## src/rtl/kts_pkg.sv

```systemverilog
`timescale 1ns / 1ps
`default_nettype none

package kts_pkg;

  // Table geometry.
  localparam int unsigned TableDepth = 32;
  localparam int unsigned KeyBits    = 32;
  localparam int unsigned ValueBits  = 32;
  localparam int unsigned IdxBits    = $clog2(TableDepth);
  localparam int unsigned CountBits  = $clog2(TableDepth + 1);
  localparam int unsigned EntryBits  = KeyBits + ValueBits;

  // Action codes carried by a request.
  localparam logic [2:0] ActClear  = 3'd0;
  localparam logic [2:0] ActInsert = 3'd1;
  localparam logic [2:0] ActErase  = 3'd2;
  localparam logic [2:0] ActLookup = 3'd3;
  localparam logic [2:0] ActCount  = 3'd4;

  // Status codes returned with every result.
  localparam logic [1:0] StatOk     = 2'd0;
  localparam logic [1:0] StatAbsent = 2'd1;
  localparam logic [1:0] StatDup    = 2'd2;
  localparam logic [1:0] StatFull   = 2'd3;

  typedef struct packed {
    logic [2:0]           action;
    logic [KeyBits-1:0]   item_key;
    logic [ValueBits-1:0] item_value;
  } req_t;

  typedef struct packed {
    logic [1:0]           status;
    logic                 found;
    logic [ValueBits-1:0] read_value;
    logic [CountBits-1:0] match_count;
    logic [CountBits-1:0] occupancy;
  } rsp_t;

endpackage

`default_nettype wire

```

## src/rtl/keyed_table_store_top.sv

```systemverilog
`timescale 1ns / 1ps
`default_nettype none

// Channel   Direction  Handshake                  Payload
// request   in         in_valid_i / in_ready_o    in_req_i  (kts_pkg::req_t)
// result    out        out_valid_o / out_ready_i  out_rsp_o (kts_pkg::rsp_t)
//
// One request is in flight at a time. An erase that hits an entry other than the last moves
// the last entry into the freed slot; a key hit ends the scan early. Each request is served by
// a linear scan over the entry memory, with one read issued per cycle.
// Clear and unused actions skip the scan. Reset empties the table at once; no clearing pass.
// The result register lets the next request enter while a result waits to be taken.
module keyed_table_store_top (
  input  wire logic           clk_i,
  input  wire logic           rst_ni,
  input  wire logic           in_valid_i,
  output logic                in_ready_o,
  input  wire kts_pkg::req_t  in_req_i,
  output logic                out_valid_o,
  input  wire logic           out_ready_i,
  output kts_pkg::rsp_t       out_rsp_o
);

  typedef enum logic [3:0] {
    StIdle = 4'b0001,
    StScan = 4'b0010,
    StMove = 4'b0100,
    StDone = 4'b1000
  } state_e;

  state_e                          state_q, state_d;
  kts_pkg::req_t                   req_q, req_d;
  kts_pkg::rsp_t                   res_q, res_d;
  kts_pkg::rsp_t                   out_q, out_d;
  logic                            out_valid_q, out_valid_d;
  logic [kts_pkg::CountBits-1:0]   count_q, count_d;
  logic [kts_pkg::CountBits-1:0]   issue_q, issue_d;
  logic [kts_pkg::CountBits-1:0]   last_cnt;
  logic                            rd_pend_q, rd_pend_d;
  logic [kts_pkg::IdxBits-1:0]     rd_idx_q, rd_idx_d;
  logic [kts_pkg::IdxBits-1:0]     slot_q, slot_d;

  // Entry memory: key in the upper half, value in the lower half.
  logic [kts_pkg::EntryBits-1:0]   mem_q [kts_pkg::TableDepth];
  logic [kts_pkg::EntryBits-1:0]   mem_rdata_q;
  logic                            mem_re, mem_we;
  logic [kts_pkg::IdxBits-1:0]     mem_raddr, mem_waddr;
  logic [kts_pkg::EntryBits-1:0]   mem_wdata;

  logic [kts_pkg::KeyBits-1:0]     rd_key;
  logic [kts_pkg::ValueBits-1:0]   rd_val;
  logic                            more, key_hit, val_hit;

  assign rd_key   = mem_rdata_q[kts_pkg::EntryBits-1:kts_pkg::ValueBits];
  assign rd_val   = mem_rdata_q[kts_pkg::ValueBits-1:0];
  assign last_cnt = kts_pkg::CountBits'(count_q - 1'b1);

  // Scan compare on the entry read in the previous cycle.
  assign more    = (issue_q < count_q);
  assign key_hit = rd_pend_q && (req_q.action != kts_pkg::ActCount) &&
                   (rd_key == req_q.item_key);
  assign val_hit = rd_pend_q && (req_q.action == kts_pkg::ActCount) &&
                   (rd_val == req_q.item_value);

  assign in_ready_o  = (state_q == StIdle);
  assign out_valid_o = out_valid_q;
  assign out_rsp_o   = out_q;

  // Sequencer: accept, scan (skipped for clear and unused actions), optional move, hand off the result.
  always_comb begin
    state_d     = state_q;
    req_d       = req_q;
    res_d       = res_q;
    out_d       = out_q;
    out_valid_d = out_valid_q && !out_ready_i;
    count_d     = count_q;
    issue_d     = issue_q;
    rd_pend_d   = 1'b0;
    rd_idx_d    = rd_idx_q;
    slot_d      = slot_q;
    mem_re      = 1'b0;
    mem_raddr   = issue_q[kts_pkg::IdxBits-1:0];
    mem_we      = 1'b0;
    mem_waddr   = count_q[kts_pkg::IdxBits-1:0];
    mem_wdata   = {req_q.item_key, req_q.item_value};

    unique case (state_q)
      StIdle: begin
        if (in_valid_i) begin
          req_d   = in_req_i;
          res_d   = '0;
          issue_d = '0;
          priority if (in_req_i.action == kts_pkg::ActClear) begin
            count_d = '0;
            state_d = StDone;
          end else if (in_req_i.action == kts_pkg::ActInsert ||
                       in_req_i.action == kts_pkg::ActErase  ||
                       in_req_i.action == kts_pkg::ActLookup ||
                       in_req_i.action == kts_pkg::ActCount) begin
            state_d = StScan;
          end else begin
            state_d = StDone;
          end
        end
      end

      StScan: begin
        if (val_hit) begin
          res_d.match_count = kts_pkg::CountBits'(res_q.match_count + 1'b1);
        end
        // Issue the next read unless the key was just found.
        if (more && !key_hit) begin
          mem_re    = 1'b1;
          mem_raddr = issue_q[kts_pkg::IdxBits-1:0];
          rd_pend_d = 1'b1;
          rd_idx_d  = issue_q[kts_pkg::IdxBits-1:0];
          issue_d   = kts_pkg::CountBits'(issue_q + 1'b1);
        end
        // Scan ends on a key hit or once the last entry has been compared.
        if (key_hit || !more) begin
          res_d.found = key_hit;
          state_d     = StDone;
          priority if (req_q.action == kts_pkg::ActInsert) begin
            priority if (count_q == kts_pkg::CountBits'(kts_pkg::TableDepth)) begin
              res_d.status = kts_pkg::StatFull;
            end else if (key_hit) begin
              res_d.status = kts_pkg::StatDup;
            end else begin
              mem_we  = 1'b1;
              count_d = kts_pkg::CountBits'(count_q + 1'b1);
            end
          end else if (req_q.action == kts_pkg::ActErase) begin
            if (key_hit) begin
              if (rd_idx_q == last_cnt[kts_pkg::IdxBits-1:0]) begin
                count_d = last_cnt;
              end else begin
                // Fetch the last entry to fill the gap.
                mem_re    = 1'b1;
                mem_raddr = last_cnt[kts_pkg::IdxBits-1:0];
                slot_d    = rd_idx_q;
                state_d   = StMove;
              end
            end else begin
              res_d.status = kts_pkg::StatAbsent;
            end
          end else if (req_q.action == kts_pkg::ActLookup) begin
            if (key_hit) begin
              res_d.read_value = rd_val;
            end else begin
              res_d.status = kts_pkg::StatAbsent;
            end
          end else begin
            res_d.found = 1'b0;
          end
        end
      end

      StMove: begin
        mem_we    = 1'b1;
        mem_waddr = slot_q;
        mem_wdata = mem_rdata_q;
        count_d   = last_cnt;
        state_d   = StDone;
      end

      StDone: begin
        if (!out_valid_q || out_ready_i) begin
          out_d           = res_q;
          out_d.occupancy = count_q;
          out_valid_d     = 1'b1;
          state_d         = StIdle;
        end
      end

      default: begin
        state_d = StIdle;
      end
    endcase
  end

  // Control registers.
  always_ff @(posedge clk_i or negedge rst_ni) begin
    if (!rst_ni) begin
      state_q     <= StIdle;
      count_q     <= '0;
      out_valid_q <= 1'b0;
      rd_pend_q   <= 1'b0;
    end else begin
      state_q     <= state_d;
      count_q     <= count_d;
      out_valid_q <= out_valid_d;
      rd_pend_q   <= rd_pend_d;
    end
  end

  // Payload registers.
  always_ff @(posedge clk_i) begin
    req_q    <= req_d;
    res_q    <= res_d;
    out_q    <= out_d;
    issue_q  <= issue_d;
    rd_idx_q <= rd_idx_d;
    slot_q   <= slot_d;
  end

  // Entry memory write port.
  always_ff @(posedge clk_i) begin
    if (mem_we) begin
      mem_q[mem_waddr] <= mem_wdata;
    end
  end

  // Entry memory read port with registered data.
  always_ff @(posedge clk_i) begin
    if (mem_re) begin
      mem_rdata_q <= mem_q[mem_raddr];
    end
  end

`ifndef SYNTH
  a_count_bound: assert property (@(posedge clk_i) disable iff (!rst_ni)
    count_q <= kts_pkg::CountBits'(kts_pkg::TableDepth))
    else $error("occupancy beyond table depth");

  a_pend_in_scan: assert property (@(posedge clk_i) disable iff (!rst_ni)
    rd_pend_q |-> (state_q == StScan))
    else $error("scan read pending outside scan");

  a_move_from_scan: assert property (@(posedge clk_i) disable iff (!rst_ni)
    (state_q == StMove) |-> ($past(state_q) == StScan))
    else $error("move entered without scan");

  a_move_shrinks: assert property (@(posedge clk_i) disable iff (!rst_ni)
    (state_q == StMove) |=> (count_q == kts_pkg::CountBits'($past(count_q) - 1'b1)))
    else $error("erase move did not shrink the table");

  a_write_room: assert property (@(posedge clk_i) disable iff (!rst_ni)
    (mem_we && state_q == StScan) |-> (count_q < kts_pkg::CountBits'(kts_pkg::TableDepth)))
    else $error("insert write into a full table");
`endif

endmodule

`default_nettype wire
```

## config.mk

```make
export PLATFORM = sky130hd
export DESIGN_NAME = keyed_table_store_top
export DESIGN_NICKNAME = d
export VERILOG_FILES = /design/src/rtl/kts_pkg.sv /design/src/rtl/keyed_table_store_top.sv
export SDC_FILE = /design/constraint.sdc
export NUM_CORES = 2
export LEC_CHECK = 0
export BUFFER_PORTS_ARGS = -buffer_cell sky130_fd_sc_hd__buf_4
export CAP_MARGIN = 20
export CORE_UTILIZATION = 60
export DETAILED_ROUTE_END_ITERATION = 8
export PLACE_DENSITY_LB_ADDON = 0.15
export SLEW_MARGIN = 30
export SYNTH_ARGS = -nofsm -noshare
export SYNTH_HDL_FRONTEND = slang
export SYNTH_SLANG_ARGS = --single-unit
```

## constraint.sdc

```tcl
create_clock -name clk_i -period 13.61 [get_ports clk_i]
set_input_delay 1.361 -clock clk_i [delete_from_list [all_inputs] [get_ports clk_i]]
set_output_delay 1.361 -clock clk_i [all_outputs]
set_load 0.01 [all_outputs]
```

==> flow_summary.toml <==
[outcome]
outcome = "finished clean"

[synth]
synthAdderAreaFrac_pct = 0.140
ys.flop_type = "edfxtp_1"
synth.net_count = 6043
synth-edff-count = 2283
ys_ff_latch = 2295
syn_area_per_cell_um2 = 15.0
synth_top_area_share_pct = 76.5
synth_cell_types = 64
synth_compound_area_share_pct = 6.71
synth_top_family_by_area = "simple AND/OR/NAND/NOR gates"
synthCells = 5962
netlist.top_cell.by_area = "edfxtp_1"
synth_area_leaders = "edfxtp_1, nand2_1, mux2i_1"
yosysWarnings = 0
syn_area_um2 = 89600
synth-xor-area-share_pct = 0.801
synth_sequential_area_ratio_pct = 76.8
muxShareOfSynthArea_pct = 4.18
synth_simple_gate_area_share_pct = 9.47
ys_async_sr_fraction_pct = 0.523

[cts]
clk_pin_slew_worst_paths_ns = 0.06
hold_buffers = 0
h-tree-depth = 4
cts_buffer_depth = 3
cts_sinks = 2295
postCtsSetupRepairBufs = 0
tritoncts.num_buffers = 219
cts-root-buf = "clkbuf_16"
cts_tree = "built"
insertion_delay_ns = 0.86
cts_resized = 0

[placed_design]
dp_hpwl_um = 133000
place_area_um2 = 93000
port_buffers = 119
place_ws_ns = 6.08
place.gp.congestion = 0.881
dp.cells = 7771

[global_route]
antenna_found_initial = 4
grt_pass1_wl_um = 374000
grt_pass1_vias = 52525
grt_use_total_pct = 34.9
grt_overflow = 0
grt_max_degree = 158

[setup_path]
crit_fanout = 128
crit_top_cell = "buf_4"
crit_path_end_kind = "register"
max_stage_delay_ns = 0.91
crit_required_ns = 14.18
critPathArrivalTime_ns = 7.82
cp_cell_sequence = "xnor2_1 > or4b_2 > nor4b_2 > and4b_2 > mux2i_4 > buf_12 > buf_4 > buf_4 > mux2i_1 > o221ai_1 > a31o_1 > a221oi_1 > a31oi_1"
cp_slowest_cell = "and4b_2"
crit_type = "reg -> reg"
crit_path_start_kind = "register"

[drt]
routed_wirelength_um = 264000
post_drt_via_cell_ratio = 6.84
drtAntennaViolNets = 0
drt-pass1-iter-count = 6
route.detailed.drc = 0
vias = 55888
wl_per_cell_um = 32.3
dr.first_iter.drc_count = 7702

[pwr]
p_leak_nw = 33.9
ir_drop_uv = 150
total_power_mw = 18.4
pwr_density_cell_nw_per_um2 = 184

[timing]
fmax_mhz = 138
finalMaxSlewViolations = 0
finalCritPeriodShare_pct = 53.3
setup_ws_ns = 6.36
skew_ns = 0.0244
setup_viol = 0
maxSlewHeadroom_pct = 26.1
fin_setup_tns_ns = 0
finalHoldViolCount = 0
rsz0062_at_grt = "no"
tightestPinTransition_ns = 1.11
fin_crit_ns = 7.25

[die]
pin_count = 120
die_area_um2 = 151000
start_util_pct = 60.5
core_um2 = 148000
die_w_um = 388
chipHeight_um = 388
rows = 141

[layout]
layout.nets = 6144
stdcell_area_um2 = 99600
layout-drive-gt1-share_pct = 10.2
area_delta_synth_final_pct = 11.2
final_cells = 8171

[run]
cap_violations = 0

[worst_hold_path]
worstHoldPathType = "in -> async"
## path summary, 6_finish.rpt
kind                            from        endpoint  slack, ns  cells past startpoint
min reg2reg                res_q[25]   out_rsp_o[25]       0.42                      0
max in group asynchronous     rst_ni      state_q[0]      13.02                      1
max                        req_q[62]  mem_rdata_q[8]       6.36                     13
min in group clk_i         res_q[25]   out_rsp_o[25]       0.42                      0
min                           rst_ni     out_valid_o       0.34                      1
max reg2reg                req_q[62]  mem_rdata_q[8]       6.36                     13
## cells in the final DEF, fill, tap and decap left out, types with 10 or more instances in the layout
cell type / instances
ha_1: 10
dfrtp_1: 11
nand2_1: 1271
inv_1: 12
o221ai_1: 103
clkinv_1: 56
o32ai_1: 21
o31ai_1: 19
o21ai_0: 98
edfxtp_1: 2283
nor2_4: 35
or4_1: 17
a31oi_1: 143
xnor2_1: 42
a221oi_1: 131
clkbuf_16: 221
xor2_1: 36
and2_1: 43
o22ai_1: 54
a31o_1: 15
and3_1: 109
mux2i_1: 361
nand2_2: 24
a21oi_1: 97
buf_4: 231
nor3_1: 14
a311oi_1: 55
o21ai_1: 68
nor2_1: 33
buf_6: 11
clkinv_2: 43
clkbuf_1: 59
nand4_1: 40
nand3_1: 329
## worst max-delay path, delay by kind of cell, from the launching register on
kind	cells	cell delay [ns]
AO/OA/AOI/OAI	4	0.85
XOR/XNOR	1	0.55
buffers and inverters	3	2.13
flip-flops	1	0.41
multiplexers	2	0.68
AND/OR/NAND/NOR	3	2.20
## flip-flops by register name, indices dropped and copies added (netlist names)
name	flops
count_q	6
issue_q	6
mem_q	2048
mem_rdata_q	64
out_rsp_o	47
out_valid_o	1
rd_idx_q	5
rd_pend_q	1
req_q	67
res_q	41
slot_q	5
state_q	4
## cell families after synthesis
family                   after synthesis
multiplexers                         373
XOR/XNOR                              82
adder cells (fa/ha/maj)               10
AO/OA/AOI/OAI                        860
buffers and inverters                386
flip-flops                          2295
AND/OR/NAND/NOR                     1956
## report_power, final
group | internal, mW | switching, mW | total, mW | leakage (nW)
sequential | 8.40 | 0.156 | 8.55 | 20.7
combinational | 1.17 | 3.00 | 4.17 | 9.95
clock | 3.07 | 2.56 | 5.63 | 3.20
## cell type report
cell class              count  area (µm²)
flip-flops and latches   2295       68900
clock inverters           118         761
well taps                1930        2410
fillers                  9876       48400
inverters                  13        51.3
multi-input cells        3281       19700
repair buffers            253        2110
diodes                      1        2.50
clock buffers             280        5750
## per-stage QoR
step           hold WS (ns)  utilization [%]
5_1_grt               0.337             67.3
3_3_place_gp          0.403             62.7
4_1_cts               0.304             67.2
6_report              0.340             67.3
3_5_place_dp          0.405             62.8
2_1_floorplan         0.400                -
## metal layers
metal | up-vias | wire (µm) | GRT usage [%] | share of wire [%]
li1 | 23100 | - | - | -
met5 | - | 39 | 0 | 0.015
met2 | 4111 | 120000 | 53.4 | 46
met3 | 705 | 36000 | 7.99 | 14
met4 | 6 | 11800 | 14.6 | 4.5
met1 | 27966 | 95900 | 49.0 | 36
## cell usage after synthesis, types with 55 or more instances
library cell / count
o221ai_1: 103
a221oi_1: 131
edfxtp_1: 2283
nand3_1: 329
nand2_1: 1295
o21ai_1: 67
o21ai_0: 99
a21oi_1: 97
mux2i_1: 365
clkbuf_1: 208
a311oi_1: 55
a31oi_1: 145
nor2_1: 66
buf_2: 114
and3_1: 109
Power figures use the tool's default switching activity.
